$ cat src/sv/ohmp_pkg.sv
// ----------------------------------------------------------------------------
// ohmp_pkg: shared types and constants
// Item types, mode codes and sizes for the orientation histogram mode picker.
// ----------------------------------------------------------------------------
`default_nettype none

package ohmp_pkg;

	localparam int MAX_POINTS = 1024;
	localparam int MAX_BINS   = 1024;
	localparam int PT_W       = $clog2(MAX_POINTS);
	localparam int BIN_W      = $clog2(MAX_BINS);
	localparam int CNT_W      = 11;

	// quantizer divisors: 8192*314 and 8192*628
	localparam int QDIV_X = 8192 * 314;
	localparam int QDIV_Y = 8192 * 628;
	localparam int QOFS_Y = 8192 * 314;

	// both divisors are 157 times a power of two: shift, then multiply by
	// 2^20/157 rounded up, exact for the 13-bit shifted operands
	localparam int QSH_X     = 14;
	localparam int QSH_Y     = 15;
	localparam int QRECIP    = 6679;
	localparam int QRECIP_SH = 20;

	localparam logic [5:0] BINS_RESET = 6'd20;

	localparam logic [2:0] MODE_ADD    = 3'd0;
	localparam logic [2:0] MODE_SELECT = 3'd1;
	localparam logic [2:0] MODE_NEXT   = 3'd2;
	localparam logic [2:0] MODE_REMOVE = 3'd3;
	localparam logic [2:0] MODE_CLEAR  = 3'd4;

	typedef struct packed {
		logic [2:0]         mode;
		logic signed [15:0] polar_angle;
		logic signed [15:0] azimuth_angle;
		logic               point_valid;
		logic [9:0]         remove_id;
	} in_item_t;

	typedef struct packed {
		logic        found;
		logic [9:0]  bin_index;
		logic [10:0] bin_count;
		logic [9:0]  member_id;
		logic        scan_done;
	} out_item_t;

	typedef struct packed {
		logic               start;
		logic signed [15:0] polar;
		logic signed [15:0] azimuth;
		logic [4:0]         k;
		logic [5:0]         n;
	} quant_req_t;

	typedef struct packed {
		logic       done;
		logic [9:0] bin;
	} quant_rsp_t;

endpackage

`default_nettype wire

$ cat src/sv/ohmp_quant.sv
// ----------------------------------------------------------------------------
// ohmp_quant: angle quantizer
// Maps a polar/azimuth pair to a bin index by reciprocal multiplication.
// ----------------------------------------------------------------------------
`default_nettype none

module ohmp_quant (
	input  wire logic               clk,
	input  wire logic               arst_n,
	input  wire ohmp_pkg::quant_req_t req,
	output ohmp_pkg::quant_rsp_t    rsp
);
	import ohmp_pkg::*;

	typedef enum logic [4:0] {
		Q_IDLE = 5'b00001,
		Q_MUL1 = 5'b00010,
		Q_MUL2 = 5'b00100,
		Q_DIV  = 5'b01000,
		Q_FIN  = 5'b10000
	} qstate_t;

	qstate_t            state_q;
	logic signed [15:0] pol_q, azi_q;
	logic [4:0]         k_q;
	logic [5:0]         n_q;
	logic [19:0]        px_s1;
	logic [22:0]        ayp_s1;
	logic [26:0]        xrem_q;
	logic [27:0]        yrem_q;
	logic [5:0]         qx_q, qy_q;
	logic               done_q;
	logic [9:0]         bin_q;

	logic signed [24:0] ay_w;
	logic [25:0]        xprod, yprod;
	logic [5:0]         yeff;
	logic [4:0]         xs, ys;

	always_comb begin
		ay_w  = 25'(azi_q) * 25'sd100 + 25'(QOFS_Y);
		xprod = 26'(xrem_q[26:QSH_X]) * 26'(QRECIP);
		yprod = 26'(yrem_q[27:QSH_Y]) * 26'(QRECIP);
		yeff  = (qx_q != 6'd0) ? qy_q : 6'd0;
		xs    = (qx_q > {1'b0, k_q}) ? k_q : qx_q[4:0];
		ys    = (yeff > {1'b0, k_q}) ? k_q : yeff[4:0];
	end

	always_ff @(posedge clk or negedge arst_n) begin
		if (!arst_n) begin
			state_q <= Q_IDLE;
			done_q  <= 1'b0;
		end else begin
			done_q <= 1'b0;
			case (state_q)
				Q_IDLE: if (req.start) state_q <= Q_MUL1;
				Q_MUL1: state_q <= Q_MUL2;
				Q_MUL2: state_q <= Q_DIV;
				Q_DIV:  state_q <= Q_FIN;
				Q_FIN: begin
					done_q  <= 1'b1;
					state_q <= Q_IDLE;
				end
				default: state_q <= Q_IDLE;
			endcase
		end
	end

	always_ff @(posedge clk) begin
		case (state_q)
			Q_IDLE: begin
				pol_q <= req.polar;
				azi_q <= req.azimuth;
				k_q   <= req.k;
				n_q   <= req.n;
			end
			Q_MUL1: begin
				px_s1  <= (pol_q > 16'sd0) ? 20'(pol_q[14:0]) * 20'(k_q) : 20'd0;
				ayp_s1 <= (ay_w > 25'sd0) ? ay_w[22:0] : 23'd0;
			end
			Q_MUL2: begin
				xrem_q <= 27'(px_s1) * 27'd100;
				yrem_q <= 28'(ayp_s1) * 28'(k_q);
			end
			Q_DIV: begin
				qx_q <= xprod[QRECIP_SH+5:QRECIP_SH];
				qy_q <= yprod[QRECIP_SH+5:QRECIP_SH];
			end
			Q_FIN: bin_q <= 10'(11'(ys) * 11'(n_q) + 11'(xs));
			default: ;
		endcase
	end

	assign rsp.done = done_q;
	assign rsp.bin  = bin_q;

endmodule

`default_nettype wire
$ cat config.mk
export PLATFORM = sky130hd
export DESIGN_NAME = ohmp_quant
export DESIGN_NICKNAME = d
export VERILOG_FILES = /design/src/sv/ohmp_pkg.sv /design/src/sv/ohmp_quant.sv
export SDC_FILE = /design/constraint.sdc
export NUM_CORES = 1
export LEC_CHECK = 0
export BUFFER_PORTS_ARGS = -buffer_cell sky130_fd_sc_hd__buf_2
export CAP_MARGIN = 10
export CORE_MARGIN = 2
export CORE_UTILIZATION = 45
export CTS_CLUSTER_DIAMETER = 60
export CTS_CLUSTER_SIZE = 8
export DETAILED_ROUTE_END_ITERATION = 6
export HOLD_SLACK_MARGIN = 0.03
export PLACE_DENSITY = 0.73
export SYNTH_ARGS = -nofsm -noshare
export SYNTH_HDL_FRONTEND = slang
export SYNTH_SLANG_ARGS = --single-unit
export TNS_END_PERCENT = 5
$ cat constraint.sdc
create_clock -name clk -period 7.2 [get_ports clk]
set_input_delay 0.36 -clock clk [delete_from_list [all_inputs] [get_ports clk]]
set_output_delay 0.36 -clock clk [all_outputs]
set_load 0.05 [all_outputs]
==> flow_summary.yaml <==
outcome:
  outcome: "completed"
run:
  drv_cap: 0
hold_path:
  worstHoldStart: "req[15]"
  whs_path_depth: 1
  worstHoldPathType: "input pin to flip-flop"
  hold_path_end: "azi_q[4]$_DFFE_PP_"
die:
  fp.dieH_um: 212
  die_w_um: 212
  rows: 76
  io_pins: 57
  die-area_um2: 45000
  coreArea_um2: 42900
  floorplan.initialDensity_pct: 45.4
timing:
  skew_ns: 0.0112
  max-slew-margin-rel_pct: 35.7
  fin_crit_ns: 6.64
  setup_viol: 0
  period_share_pct: 92.2
  hold_violations: 0
  worst_pin_slew_ns: 0.960
  fmax_ghz: 0.151
  setup_tns_ns: 0
  maxSlewViolCount: 0
  rsz0062_at_grt: "no"
layout:
  area_growth_pct: 8.40
  fin_nets: 2655
  drive_gt1_share_pct: 6.27
  final_area_um2: 21100
  final_cell_mix: "inv_1, ha_1, fa_1"
  insertedDiodeCount: 0
  final_cells: 2609
  final_common_cell: "inv_1"
global_routing:
  antenna_found_initial: 1
  grt_pass1_wl_um: 63900
  grt.total_usage_pct: 17.4
  grt-ovfl-total: 0
  first_global_vias: 14050
  grt_max_degree: 45
critical_path:
  critPathMaxFanout: 9
  worstPathRequired_ns: 7.39
  worstSetupStartpointType: "flip-flop"
  end_kind: "flip-flop"
  reg2reg_setup_slack_ns: 0.56
  r2r-start: "qx_q[3]$_DFFE_PP_"
  r2r_end: "bin_q[9]$_DFFE_PP_"
  worstSetupPathType: "flip-flop to flip-flop"
  ff2ff_path_depth: 26
  arrival_ns: 6.82
  critPathLaunch: "qx_q[3]$_DFFE_PP_"
detailed_routing:
  wl_per_cell_um: 13.9
  wl_met1_um: 16600
  wl_met2_um: 18100
  routed_wl_um: 36400
  wl_met3_um: 912
  dr.pass1.iters: 5
  num_vias: 13081
  vias_per_cell: 5.01
  highest_layer: "met5"
  ant_nets: 0
  route.detailed.drc: 0
  drt_iter0_drc: 478
yosys:
  syn_avg_cell_area_um2: 9.98
  synth_ff_type: "edfxtp_1"
  netlist_area_um2: 19500
  ys_types: 72
  syn-num-nets: 2595
  ys_ff_latch: 138
  yosys_warnings: 0
  ys_async_sr_fraction_pct: 4.35
  seq_area_frac_synth_pct: 21.1
  synth_edf_count: 132
  syn_inst: 1951
clock_network:
  cts_tree: "yes"
  cts_buffers: 17
  cts_max_level: 4
  root_buffer: "clkbuf_16"
  path_clk_slew_ns: 0.07
  post_cts_buffers: 0
  clock_path_buffers: 2
  clock-sinks: 138
  clk_latency_ns: 0.44
place:
  gp_congestion: 0.827
  place_area_um2: 20500
  dp_hpwl_um: 30400
  placedCellCount: 2576
  portBuffers: 56
[synth_stat cells (5+ instances only)]
cell type | number | area [um2]
nand3_1 | 14 | 70.1
nor4_1 | 11 | 68.8
o21ai_0 | 38 | 190
a211oi_1 | 8 | 60.1
nor3b_1 | 8 | 60.1
a21o_1 | 22 | 165
nor2b_1 | 19 | 119
xnor2_1 | 56 | 490
inv_1 | 454 | 1700
o211ai_1 | 6 | 45.0
and2_1 | 101 | 632
o21bai_1 | 8 | 60.1
nand2_1 | 144 | 541
ha_1 | 377 | 4720
fa_1 | 221 | 4420
and3_1 | 8 | 50.1
a21oi_1 | 53 | 265
clkbuf_1 | 23 | 86.3
edfxtp_1 | 132 | 3960
nand2b_1 | 17 | 106
dfrtp_1 | 5 | 125
a2111oi_0 | 6 | 52.6
nor3_1 | 15 | 75.1
mux2i_1 | 5 | 50.1
a31oi_1 | 7 | 43.8
nand4_1 | 8 | 50.1
xor2_1 | 22 | 193
nor2_1 | 77 | 289
o21a_1 | 16 | 120
[layout make-up]
| type | instances | area (um2) |
|---|---|---|
| well taps | 585 | 732 |
| multi-input cells | 1334 | 13600 |
| repair buffers | 66 | 358 |
| fillers | 3798 | 21800 |
| flip-flops and latches | 138 | 4120 |
| inverters | 454 | 1700 |
| clock inverters | 11 | 171 |
| clock buffers | 21 | 450 |
[sequential cells by signal (all words and copies together) (netlist names)]
register / count
pol_q: 16
ayp_s1: 21
done_q: 1
bin_q: 10
n_q: 6
qy_q: 6
azi_q: 16
xrem_q: 13
px_s1: 20
qx_q: 6
state_q: 5
k_q: 5
yrem_q: 13
[worst max-delay path, stage by stage, from the launching register on]
cell       delay (ns)
edfxtp_1         0.44
nor4_1           0.37
nand2_1          0.24
and2_1           0.24
ha_1             0.29
nor2b_1          0.14
o21a_1           0.18
o21ai_0          0.15
nand2b_1         0.07
a21oi_1          0.25
a2bb2oi_2        0.36
nand2_1          0.13
o21ai_0          0.29
nand2_1          0.18
fa_1             0.59
fa_1             0.44
fa_1             0.55
inv_1            0.04
ha_1             0.33
a21oi_1          0.21
o21bai_1         0.09
a21oi_1          0.22
nor2b_1          0.07
o21ai_0          0.15
nand2b_1         0.09
xnor2_1          0.19
xnor2_1          0.09
[kinds of logic after synthesis]
| kind of cell | share of synthesized area (%) |
|---|---|
| fa+ha+maj | 46.9 |
| buf+inv | 9.27 |
| simple gates | 11.6 |
| compound gates | 7.28 |
| flops | 21.1 |
| xor+xnor | 3.51 |
| mux | 0.315 |
[per-stage QoR]
stage | hold WS (ns) | util [%] | setup slack, ns
2_1_floorplan | 0.0644 | - | 1.26
3_3_place_gp | 0.190 | 47.7 | 0.932
3_5_place_dp | 0.191 | 47.7 | 0.608
4_1_cts | 0.0825 | 49.2 | 0.420
5_1_grt | 0.0738 | 49.2 | 0.118
6_report | 0.0884 | 49.2 | 0.561
[timing repair]
item                       4_1_cts  5_1_grt
hold buffers                     1        0
hold endpoints to repair         6        0
resized for setup                0        1
setup endpoints to repair        0        1
[metal layers]
metal | track usage (%) | vias to the layer above
met1 | 21.9 | 6418
met3 | 2.38 | 54
met5 | 0 | -
met2 | 30.9 | 170
met4 | 5.42 | 2
li1 | - | 6437
[worst max-delay path by stage]
stage,endpoint,cells past startpoint,slack (ns)
after floorplan,bin_q[9]$_DFFE_PP_,26,1.26
after global placement,bin_q[9]$_DFFE_PP_,26,0.93
after detailed placement,bin_q[9]$_DFFE_PP_,26,0.61
after CTS,bin_q[9]$_DFFE_PP_,26,0.42
after global routing,bin_q[9]$_DFFE_PP_,26,0.12
final,bin_q[9]$_DFFE_PP_,26,0.56
Power is not shown: default switching activity piles up to over one toggle a cycle in this logic, so the estimate is an artifact.
